===== src/tsrm_pkg.sv =====
`default_nettype none

package tsrm_pkg;

    localparam int DEF_NUM_EQUITIES = 16;
    localparam int DEF_NUM_CLIENTS  = 64;
    localparam int DEF_HEAP_CAP     = 512;

    localparam int EQUITY_W   = 4;
    localparam int CLIENT_W   = 6;
    localparam int QTY_W      = 16;
    localparam int PRICE_W    = 16;
    localparam int SHARE_W    = 48;
    localparam int MONEY_W    = 64;
    localparam int TRADE_W    = 32;
    localparam int AMOUNT_W   = 32;

    // Reciprocal of one hundred for a 32-bit dividend: floor(x / 100) = (x * M) >> 37.
    localparam int            DIV100_SHIFT = 37;
    localparam logic [62:0]   DIV100_MAGIC = 63'd1374389535;
    localparam int            QUOT_W       = 26;

    typedef struct packed {
        logic clr_step;
        logic in_ready;
        logic load_in;
        logic acc;
        logic buy;
        logic srd;
        logic sell;
        logic top_rd;
        logic plan;
        logic push_chk;
        logic push_cmp;
        logic rep_chk;
        logic rep_l;
        logic rep_r;
        logic rep_dec;
        logic next_op;
        logic med_rd;
        logic med;
        logic out_load;
    } cmd_t;

    typedef struct packed {
        logic clr_done;
        logic drop;
        logic first;
        logic is_replace;
        logic at_root;
        logic push_up;
        logic leaf;
        logic has_r;
        logic stay;
        logic pend;
        logic out_free;
    } status_t;

endpackage

`default_nettype wire


===== src/tsrm_ctrl.sv =====
`default_nettype none

module tsrm_ctrl (
    input  wire logic              clk,
    input  wire logic              rst_n,
    input  wire logic              trade_valid,
    input  wire tsrm_pkg::status_t status,
    output tsrm_pkg::cmd_t         cmd
);

    typedef enum logic [17:0] {
        S_CLR      = 18'b000000000000000001,
        S_IDLE     = 18'b000000000000000010,
        S_ACC      = 18'b000000000000000100,
        S_BUY      = 18'b000000000000001000,
        S_SRD      = 18'b000000000000010000,
        S_SELL     = 18'b000000000000100000,
        S_TOP_RD   = 18'b000000000001000000,
        S_TOP      = 18'b000000000010000000,
        S_PUSH_CHK = 18'b000000000100000000,
        S_PUSH_CMP = 18'b000000001000000000,
        S_REP_CHK  = 18'b000000010000000000,
        S_REP_L    = 18'b000000100000000000,
        S_REP_R    = 18'b000001000000000000,
        S_REP_DEC  = 18'b000010000000000000,
        S_NEXT     = 18'b000100000000000000,
        S_MED_RD   = 18'b001000000000000000,
        S_MED      = 18'b010000000000000000,
        S_FIN      = 18'b100000000000000000
    } state_t;

    state_t state_reg;
    state_t state_next;

    always_ff @(posedge clk or negedge rst_n)
    begin
        if (!rst_n)
        begin
            state_reg <= S_CLR;
        end
        else
        begin
            state_reg <= state_next;
        end
    end

    always_comb
    begin
        cmd        = '0;
        state_next = state_reg;
        case (state_reg)
            S_CLR:
            begin
                cmd.clr_step = 1'b1;
                if (status.clr_done)
                begin
                    state_next = S_IDLE;
                end
            end
            S_IDLE:
            begin
                cmd.in_ready = 1'b1;
                if (trade_valid)
                begin
                    cmd.load_in = 1'b1;
                    state_next  = S_ACC;
                end
            end
            S_ACC:
            begin
                cmd.acc    = 1'b1;
                state_next = S_BUY;
            end
            S_BUY:
            begin
                cmd.buy    = 1'b1;
                state_next = S_SRD;
            end
            S_SRD:
            begin
                cmd.srd    = 1'b1;
                state_next = S_SELL;
            end
            S_SELL:
            begin
                cmd.sell   = 1'b1;
                state_next = S_TOP_RD;
            end
            S_TOP_RD:
            begin
                cmd.top_rd = 1'b1;
                state_next = S_TOP;
            end
            S_TOP:
            begin
                cmd.plan = 1'b1;
                if (status.drop || status.first)
                begin
                    state_next = S_FIN;
                end
                else if (status.is_replace)
                begin
                    state_next = S_REP_CHK;
                end
                else
                begin
                    state_next = S_PUSH_CHK;
                end
            end
            S_PUSH_CHK:
            begin
                cmd.push_chk = 1'b1;
                state_next   = status.at_root ? S_NEXT : S_PUSH_CMP;
            end
            S_PUSH_CMP:
            begin
                cmd.push_cmp = 1'b1;
                state_next   = status.push_up ? S_PUSH_CHK : S_NEXT;
            end
            S_REP_CHK:
            begin
                cmd.rep_chk = 1'b1;
                state_next  = status.leaf ? S_NEXT : S_REP_L;
            end
            S_REP_L:
            begin
                cmd.rep_l  = 1'b1;
                state_next = status.has_r ? S_REP_R : S_REP_DEC;
            end
            S_REP_R:
            begin
                cmd.rep_r  = 1'b1;
                state_next = S_REP_DEC;
            end
            S_REP_DEC:
            begin
                cmd.rep_dec = 1'b1;
                state_next  = status.stay ? S_NEXT : S_REP_CHK;
            end
            S_NEXT:
            begin
                cmd.next_op = 1'b1;
                state_next  = status.pend ? S_PUSH_CHK : S_MED_RD;
            end
            S_MED_RD:
            begin
                cmd.med_rd = 1'b1;
                state_next = S_MED;
            end
            S_MED:
            begin
                cmd.med    = 1'b1;
                state_next = S_FIN;
            end
            S_FIN:
            begin
                if (status.out_free)
                begin
                    cmd.out_load = 1'b1;
                    state_next   = S_IDLE;
                end
            end
            default:
            begin
                state_next = S_CLR;
            end
        endcase
    end

endmodule

`default_nettype wire


===== config.mk =====
export PLATFORM = sky130hd
export DESIGN_NAME = tsrm_ctrl
export DESIGN_NICKNAME = d
export VERILOG_FILES = /design/src/tsrm_pkg.sv /design/src/tsrm_ctrl.sv
export SDC_FILE = /design/constraint.sdc
export NUM_CORES = 1
export LEC_CHECK = 0
export ABC_AREA = 1
export BUFFER_PORTS_ARGS = -buffer_cell sky130_fd_sc_hd__clkbuf_2
export CORE_MARGIN = 1.5
export CORE_UTILIZATION = 39
export DETAILED_ROUTE_END_ITERATION = 8
export PLACE_DENSITY = 0.58
export SYNTH_ARGS = -nofsm -noshare
export SYNTH_HDL_FRONTEND = slang
export SYNTH_SLANG_ARGS = --single-unit

===== constraint.sdc =====
create_clock -name clk -period 4.55 [get_ports clk]
set_clock_uncertainty 0.15 [all_clocks]
set_input_delay 0.2275 -clock clk [delete_from_list [all_inputs] [get_ports clk]]
set_output_delay 0.2275 -clock clk [all_outputs]
set_load 0.05 [all_outputs]

== After elaboration in Yosys (flattened, before gate mapping) ==
Cells that the tools add are included.
Widths: inputs -> output; s select.
Operators by class
  eq/ne operators: 21
  multiplexer cells: 32
  reduce and logical (&&, ||, !) cells: 2
Operators by type and width (number)
  $pmux 18 s18: 1
  $mux 18: 4
  $mux 15: 4
  $mux 1: 19
  $eq 18x1->1 const B: 1
  $eq 18x10->1 const B: 1
  $eq 18x11->1 const B: 1
  $eq 18x12->1 const B: 1
  $eq 18x13->1 const B: 1
  $eq 18x14->1 const B: 1
  $eq 18x15->1 const B: 1
  $eq 18x16->1 const B: 1
  $eq 18x17->1 const B: 1
  $eq 18x18->1 const B: 1
  $eq 18x2->1 const B: 1
  $eq 18x3->1 const B: 1
  $eq 18x4->1 const B: 1
  $eq 18x5->1 const B: 1
  $eq 18x6->1 const B: 1
  $eq 18x7->1 const B: 1
  $eq 18x8->1 const B: 1
  $eq 18x9->1 const B: 1
  $mux 16: 1
  $mux 14: 1
  5 further kinds: 7
Word-level totals
  word-level logic and storage cells: 56
  register bits after elaboration: 18
  input bits: 14
  output and inout port bits: 19

== Logic depth before layout (Yosys ltp) ==
Gate-level depths: netlist of run 1.
  depth in word-level cells: 3
  mapped depth: 11
  mapped depth without buffers: 11

== Worst setup path after synthesis of run 1 ==
Ideal clock, no wire load.
  path kind: reg-to-output
  start point: reg state_reg[13]
  end point: out cmd[13] (netlist name)
  path slack: 2.189 ns
  required time: 4.173 ns
  buffers on the path: 0
  arrival: 1.984 ns
  cell stages (with the launch flop): 6
  cell sequence: dfrtp_1 > nor2_2 > nand2_2 > nor2_8 > nand2_2 > nor3_1
RTL lines
  start, declared: RTL line tsrm_ctrl.sv:32  | state_t state_reg;
  start signal, assigned: RTL line tsrm_ctrl.sv:43  | state_reg <= state_next;
  end, declared: RTL line tsrm_ctrl.sv:8  | output tsrm_pkg::cmd_t cmd

==> Implementation_results.wiki, run 1 <==
{| class="wikitable"
! Metric !! Value
|-
| RSZ-0062 raised after global routing || false
|-
| Post-detailed-route wirelength per cell || between 10 and 15 um
|-
| FF/Latch Area || approximately 450 um^2
|-
| Die outline area || ~3500 um^2
|-
| DR vias || 1225
|-
| Flop2flop setup slack || ~2800 ps
|-
| Clock tree sinks || 18
|-
| Average vias per placed instance || roughly 4.6
|-
| Die extent in x || between 50 and 60 um
|-
| Worst slack after detailed placement || between 2000 and 3000 ps
|-
| Yosys synthesis warning count || 0
|-
| Area used by multi-input combinational logic || around 640 um^2
|-
| Sequential share of the synthesized area || a little over a third
|-
| Pin count of the biggest net entering global routing || 19
|-
| TritonCTS buffer count || 3
|-
| Remaining number of nets flagged by the antenna check after routing || 0
|-
| Number of input and output port buffers inserted || 32
|-
| Main flop type after synthesis || dfrtp_1
|-
| Post-Syn Instances || between 150 and 200
|-
| Run status || completed
|-
| Net count after synthesis || roughly 190
|-
| Worst relative slew slack || around two thirds
|-
| Fin crit share || approximately half
|-
| Least-Margin Pin Slew || roughly 490 ps
|-
| Overall routed net length || 2790 um
|-
| Diodes inserted || 0
|-
| Number of H-tree levels || 1
|-
| Type of the tightest min-delay check || input pin to flip-flop
|-
| Clock slew at the register clock pins of the worst setup and hold paths || 120 ps
|-
| Leakage power summed over all cells || approximately 0.00097 uW
|-
| Clock insertion delay at the later pin of the skew report || 300 ps
|-
| Synth Cell Area || roughly 1200 um^2
|-
| Routability congestion estimate from global placement || 0.802
|-
| Count of cell types in the netlist || 27
|-
| Worst hold stages || 3
|-
| Syn avg cell area || around 7.0 um^2
|-
| Finished Cell Area || around 1600 um^2
|-
| DRC violation count after routing || 0
|-
| Count of flip-flops with a built-in enable after synthesis || 0
|-
| Layout cell share with drive strength beyond 1 || a little over a quarter
|-
| Core area || slightly above 3000 um^2
|-
| Cell at the root of the clock tree || clkbuf_4
|-
| Pre-antenna DRT Iters || 4
|-
| Max-cap violations || 0
|-
| Core Rows || 20
|-
| Cell type with the highest occurrence count on the critical path || nand2_1
|-
| Post-CTS setup-driven buffer insertion count || 0
|-
| Area Overhead vs Synth || 25.8%
|-
| Number of hold-slack violations in the final timing report || 0
|-
| Sort of element at the end of the critical path || output pin
|-
| Highest net fanout along the worst path || 10
|-
| Top library cells by usage in the layout, fill and taps aside || 37 x inv_1, 32 x clkbuf_2, 31 x nor2_1
|-
| Number of flip-flops in the largest register || 18
|-
| Global-route wire length before repair || 4710 um
|-
| Clock tree buffer depth || 2
|-
| Number of pins with negative max-slew slack in the final report || 0
|-
| Total placed instance area || roughly 1500 um^2
|-
| Signal arrival time at the worst endpoint || ~1900 ps
|-
| Accumulated negative setup slack || 0 ps
|-
| Die Height || 59.5 um
|-
| Max stage delay cell, worst path || dfrtp_1
|-
| Number of nets at the end of the flow || 237
|-
| Global-route total usage across every layer || 17.6%
|-
| Worst path cell trace || nor2_2 > nand2_1 > nor2_8 > nand2_1 > nor4_2 > clkbuf_2
|-
| Fillers || about 320
|-
| Most common cell after layout, fill and taps aside || inv_1
|-
| Number of global-route vias before repair || 1137
|-
| Clock tree from TritonCTS || built
|-
| Launching element type of the critical path || flip-flop
|-
| Critical path required time || approximately 4200 ps
|-
| Tmin final || between 2000 and 2500 ps
|-
| Initial antenna violation count || 0
|-
| Remaining global-route overflow || 0
|-
| Worst path max stage delay || between 400 and 500 ps
|-
| VDD IR max || approximately 0.15 mV
|-
| Post-CTS Hold Buffers || 8
|-
| Half-perimeter wire length after detailed placement || ~2200 um
|-
| Post-route worst setup slack || around 2300 ps
|-
| Setup violators final || 0
|-
| Post-layout util || ~50%
|-
| Register bit count reported by yosys || 18
|-
| Power per cell area || about 320 nW/um^2
|-
| Path type of the worst setup path || flip-flop to output pin
|-
| Starting DRC count in detailed routing || 59
|-
| Post-CTS Resized || 0
|-
| Highest clock frequency the design can meet || around 440 MHz
|-
| Cells on worst reg2reg path || 10
|-
| Boundary Pins || 33
|-
| Initial cell density of the core || between 40% and 50%
|-
| Proportion of register bits with asynchronous set or reset after synthesis || 100%
|}
-- Yosys cell counts (2+ instances only) --
cell / n / area share [%]
nand2_2: 3 / 1.5
nor2_8: 2 / 3.2
nor3_1: 7 / 2.8
nand4_1: 2 / 1.0
nand2_1: 30 / 9.0
o21ai_1: 2 / 0.80
inv_1: 37 / 11
nor2_2: 6 / 3.0
inv_2: 3 / 0.90
nor2_4: 3 / 2.7
nor4_1: 3 / 1.5
o211ai_1: 3 / 1.8
dfrtp_1: 17 / 34
nand3_1: 17 / 6.8
nor2_1: 31 / 9.3
-- where the power goes --
group	total [uW]	leakage, uW	switching (uW)	internal, uW
Combinational	220	0.000713	145	75.2
Sequential	195	0.000246	20.4	175
Clock	89.1	0.0000150	54.9	34.2
Total	504	0.000974	220	284
-- stage by stage --
step / hold slack (ps) / total power [uW] / cells
6_report: 23.2 / 504 / 266
3_3_place_gp: 52.0 / 412 / 254
4_1_cts: 15.6 / 508 / 266
2_1_floorplan: -218 / 368 / 178
5_1_grt: 31.9 / 542 / 266
3_5_place_dp: 62.4 / 414 / 254
-- final cells by class --
cell class | count | area share [%]
inverter | 40 | 9.58
tap | 44 | 3.51
sequential | 18 | 28.8
timing repair buffer | 40 | 15.3
multi-input combinational | 120 | 41.1
clock buffer | 4 | 1.68
-- cell families after synthesis --
family	Yosys count	synth area share (%)
AO/OA/AOI/OAI	10	5.82
buffers and inverters	40	12.0
flip-flops	18	36.2
AND/OR/NAND/NOR	110	45.9
-- final timing paths --
check                                    from            end
max in group asynchronous               rst_n   state_reg[0]
worst max-delay path             state_reg[9]        cmd[18]
min in group asynchronous               rst_n   state_reg[4]
worst min register to register  state_reg[14]  state_reg[16]
worst max register to register  state_reg[16]   state_reg[0]
worst min-delay path              trade_valid   state_reg[2]
-- metal layers --
metal,track usage [%],part of all wire [%]
met1,20.6,44
met2,32.0,52
met3,4.59,3.8
met4,4.13,0.61
met5,0,0
-- worst max-delay path: cells and delay by family, from the launching register on --
family	cells	cell delay [ps]
buffers and inverters	1	340
flip-flops	1	420
AND/OR/NAND/NOR	5	850
No activity file was read; power rests on OpenSTA's default activity.
==> run 2: changes to the inputs <==
--- a/config.mk
+++ b/config.mk
@@ -10,7 +10,7 @@
 export CORE_MARGIN = 1.5
 export CORE_UTILIZATION = 39
 export DETAILED_ROUTE_END_ITERATION = 8
-export PLACE_DENSITY = 0.58
+export PLACE_DENSITY = 0.6
 export SYNTH_ARGS = -nofsm -noshare
 export SYNTH_HDL_FRONTEND = slang
 export SYNTH_SLANG_ARGS = --single-unit
==> constraint.sdc (replaced) <==
create_clock -name clk -period 2 [get_ports clk]
set_clock_uncertainty 0.15 [all_clocks]
set_input_delay 0.1 -clock clk [delete_from_list [all_inputs] [get_ports clk]]
set_output_delay 0.1 -clock clk [all_outputs]
set_load 0.05 [all_outputs]
==> Implementation_results.wiki, run 2 (synthesis results as in run 1) <==
{| class="wikitable"
! Metric !! Value
|-
| Run status || finished with violations (was completed)
|-
| Violated checks || negative setup slack
|-
| Diodes inserted || 0 (unchanged)
|-
| Comb pwr share || 51.5% (was 43.6%)
|-
| Number of global-route vias before repair || 1333 (was 1137)
|-
| Finished Cell Area || 2100 um^2 (was 1570 um^2)
|-
| Sort of element at the end of the critical path || output pin (unchanged)
|-
| Total Power || 1410 uW (was 504 uW)
|-
| Die Height || 59.5 um (unchanged)
|-
| Max-cap violations || 0 (unchanged)
|-
| Highest net fanout along the worst path || 6 (was 10)
|-
| Number of pins with negative max-slew slack in the final report || 0 (unchanged)
|-
| Starting DRC count in detailed routing || 29 (was 59)
|-
| Half-perimeter wire length after detailed placement || 2250 um (was 2220 um)
|-
| Initial antenna violation count || 0 (unchanged)
|-
| Number of input and output port buffers inserted || 32 (unchanged)
|-
| Highest clock frequency the design can meet || between 400 and 500 MHz
|-
| Remaining global-route overflow || 0 (unchanged)
|-
| DRC violation count after routing || 0 (unchanged)
|-
| Fillers || 264 (was 319)
|-
| Layout cell share with drive strength beyond 1 || 45.0% (was 27.0%)
|-
| Post-detailed-route wirelength per cell || 12.1 um (was 10.5 um)
|-
| VDD IR max || 0.359 mV (was 0.150 mV)
|-
| Net load switching power || 598 uW (was 220 uW)
|-
| Number of hold-slack violations in the final timing report || 0 (unchanged)
|-
| Internal power summed over all cells || 812 uW (was 284 uW)
|-
| Cells on worst reg2reg path || 8 (was 10)
|-
| Worst flop-to-flop path endpoint || state_reg[1] (was state_reg[0])
|-
| Total placed instance area || 1470 um^2 (was 1460 um^2)
|-
| Die outline area || 3540 um^2 (unchanged)
|-
| Setup violators final || 1 (was 0)
|-
| Number of H-tree levels || 1 (unchanged)
|-
| Boundary Pins || 33 (unchanged)
|-
| FF/Latch Area || 454 um^2 (was 452 um^2)
|-
| Routability congestion estimate from global placement || 0.847 (was 0.802)
|-
| Area used by multi-input combinational logic || 828 um^2 (was 644 um^2)
|-
| Clock slew at the register clock pins of the worst setup and hold paths || 110 ps (was 120 ps)
|-
| Fin crit share || 100%
|-
| Number of nets at the end of the flow || 264 (was 237)
|-
| Global-route total usage across every layer || 20.2% (was 17.6%)
|-
| Type of the tightest min-delay check || input pin to async pin (was input pin to flip-flop)
|-
| Worst slack after detailed placement || 166 ps (was 2600 ps)
|-
| Worst relative slew slack || 68.5% (was 67.3%)
|-
| Clock tree from TritonCTS || built (unchanged)
|-
| Flop2flop setup slack || 260 ps (was 2830 ps)
|-
| Max stage delay cell, worst path || dfrtp_2 (was dfrtp_1)
|-
| Post-route worst setup slack || -6.41 ps (was 2260 ps)
|-
| Die extent in x || 59.5 um (unchanged)
|-
| Critical path required time || 1750 ps (was 4170 ps)
|-
| Clock insertion delay at the later pin of the skew report || 310 ps (was 300 ps)
|-
| Critical register-to-register path startpoint || state_reg[12] (was state_reg[16])
|-
| Remaining number of nets flagged by the antenna check after routing || 0 (unchanged)
|-
| Number of flip-flops in the largest register || 18 (unchanged)
|-
| Leakage power summed over all cells || 0.00117 uW (was 0.000974 uW)
|-
| Core area || 3050 um^2 (unchanged)
|-
| Most common cell after layout, fill and taps aside || inv_1 (unchanged)
|-
| Cell at the root of the clock tree || clkbuf_4 (unchanged)
|-
| Sequential share of power || 31.7% (was 38.7%)
|-
| Power per cell area || 672 nW/um^2 (was 322 nW/um^2)
|-
| Part of the power in the clock network || 16.8% (was 17.7%)
|-
| Initial cell density of the core || 40.8% (unchanged)
|-
| Path type of the worst setup path || flip-flop to output pin (unchanged)
|-
| Launching element type of the critical path || flip-flop (unchanged)
|-
| DR vias || 1406 (was 1225)
|-
| Switching share of power || 42.4% (was 43.6%)
|-
| Worst path cell trace || nor2_4 > nand2_2 > nor2_4 > nand2_2 > nor3_4 > buf_8 (was nor2_2 > nand2_1 > nor2_8 > nand2_1 > nor4_2 > clkbuf_2)
|-
| Least-Margin Pin Slew || 472 ps (was 491 ps)
|-
| Worst path max stage delay || 470 ps (was 420 ps)
|-
| Clock tree sinks || 18 (unchanged)
|-
| Area Overhead vs Synth || 68.4% (was 25.8%)
|-
| Signal arrival time at the worst endpoint || 1760 ps (was 1910 ps)
|-
| Core Rows || 20 (unchanged)
|-
| Top library cells by usage in the layout, fill and taps aside || 33 x inv_1, 25 x nor2_1, 25 x buf_4 (was 37 x inv_1, 32 x clkbuf_2, 31 x nor2_1)
|-
| Clock tree buffer depth || 2 (unchanged)
|-
| RSZ-0062 raised after global routing || true (was false)
|-
| Pin count of the biggest net entering global routing || 19 (unchanged)
|-
| Average vias per placed instance || 4.80 (was 4.61)
|-
| Global-route wire length before repair || 5420 um (was 4710 um)
|-
| TritonCTS buffer count || 3 (unchanged)
|-
| Overall routed net length || 3550 um (was 2790 um)
|-
| Pre-antenna DRT Iters || 4 (unchanged)
|-
| Tmin final || 2010 ps
|}
[run 2: cell count changes in the layout (fill, tap and decap cells not counted), moves of 5 or more]
cell / change
buf_4: +25
buf_6: +8
buf_8: +5
clkbuf_2: -18
dlygate4sd3_1: +5
nand2_1: -9
nand2_2: +5
nand3_1: -5
nor2_1: -6
nor2_2: -5
nor2_4: +11
[run 2: worst max path at each step]
stage	start	cells past startpoint	slack, ps	end
5_1_grt	state_reg[17]	6	-90	cmd[6]
3_3_place_gp	state_reg[10]	8	230	cmd[16]
3_5_place_dp	state_reg[9]	8	170	cmd[16]
6_report	state_reg[17]	6	-6	cmd[6]
2_1_floorplan	state_reg[13]	5	-230	cmd[13]
4_1_cts	state_reg[17]	6	-40	cmd[9]
[run 2: layer usage]
layer | global-route usage (%) | part of all wire (%) | vias up
met4 | 10.8 | 2.6 | 0
met2 | 35.6 | 52 | 40
met5 | 0 | 0 | -
met1 | 23.7 | 42 | 650
met3 | 2.18 | 3.2 | 9
li1 | - | - | 707
[run 2: critical path, delay by kind of cell (launching register included)]
family	cells	cell delay (ps)
buf+inv	1	180
flops	1	470
simple gates	5	820
[run 2: per-stage QoR]
step / hold WS [ps] / setup TNS, ps / std cells / utilization (%)
6_report: 112 / -6.41 / 293 / 68.7
3_5_place_dp: -71.7 / 0 / 254 / 48.2
2_1_floorplan: -346 / -474 / 178 / -
3_3_place_gp: -79.5 / 0 / 254 / 48.2
5_1_grt: 139 / -556 / 293 / 68.7
4_1_cts: 121 / -119 / 274 / 57.3
[run 2: cell type report]
class	instances	area share [%]
multi-input combinational	120	39.5
timing repair buffer	67	27.4
sequential	18	21.6
inverter	40	7.16
tap	44	2.62
clock buffer	4	1.73
[run 2: repair_timing]
| action | 4_1_cts | 5_1_grt |
|---|---|---|
| setup endpoints to repair | 19 | 19 |
| resized for setup | 25 | 75 |
| setup buffers | 3 | 19 |
| pin swaps | 4 | 15 |
| endpoints found under the hold margin | 30 | 0 |
| hold buffers | 13 | 0 |
[run 2: power by group through the flow]
| stage | Combinational [uW] | Sequential [uW] | Clock (uW) |
|---|---|---|---|
| global placement | 503 | 451 | 0 |
| finish | 727 | 447 | 236 |
| CTS | 569 | 450 | 247 |
| global route | 791 | 448 | 258 |
| detailed placement | 512 | 453 | 0 |
| floorplan | 413 | 444 | 0 |
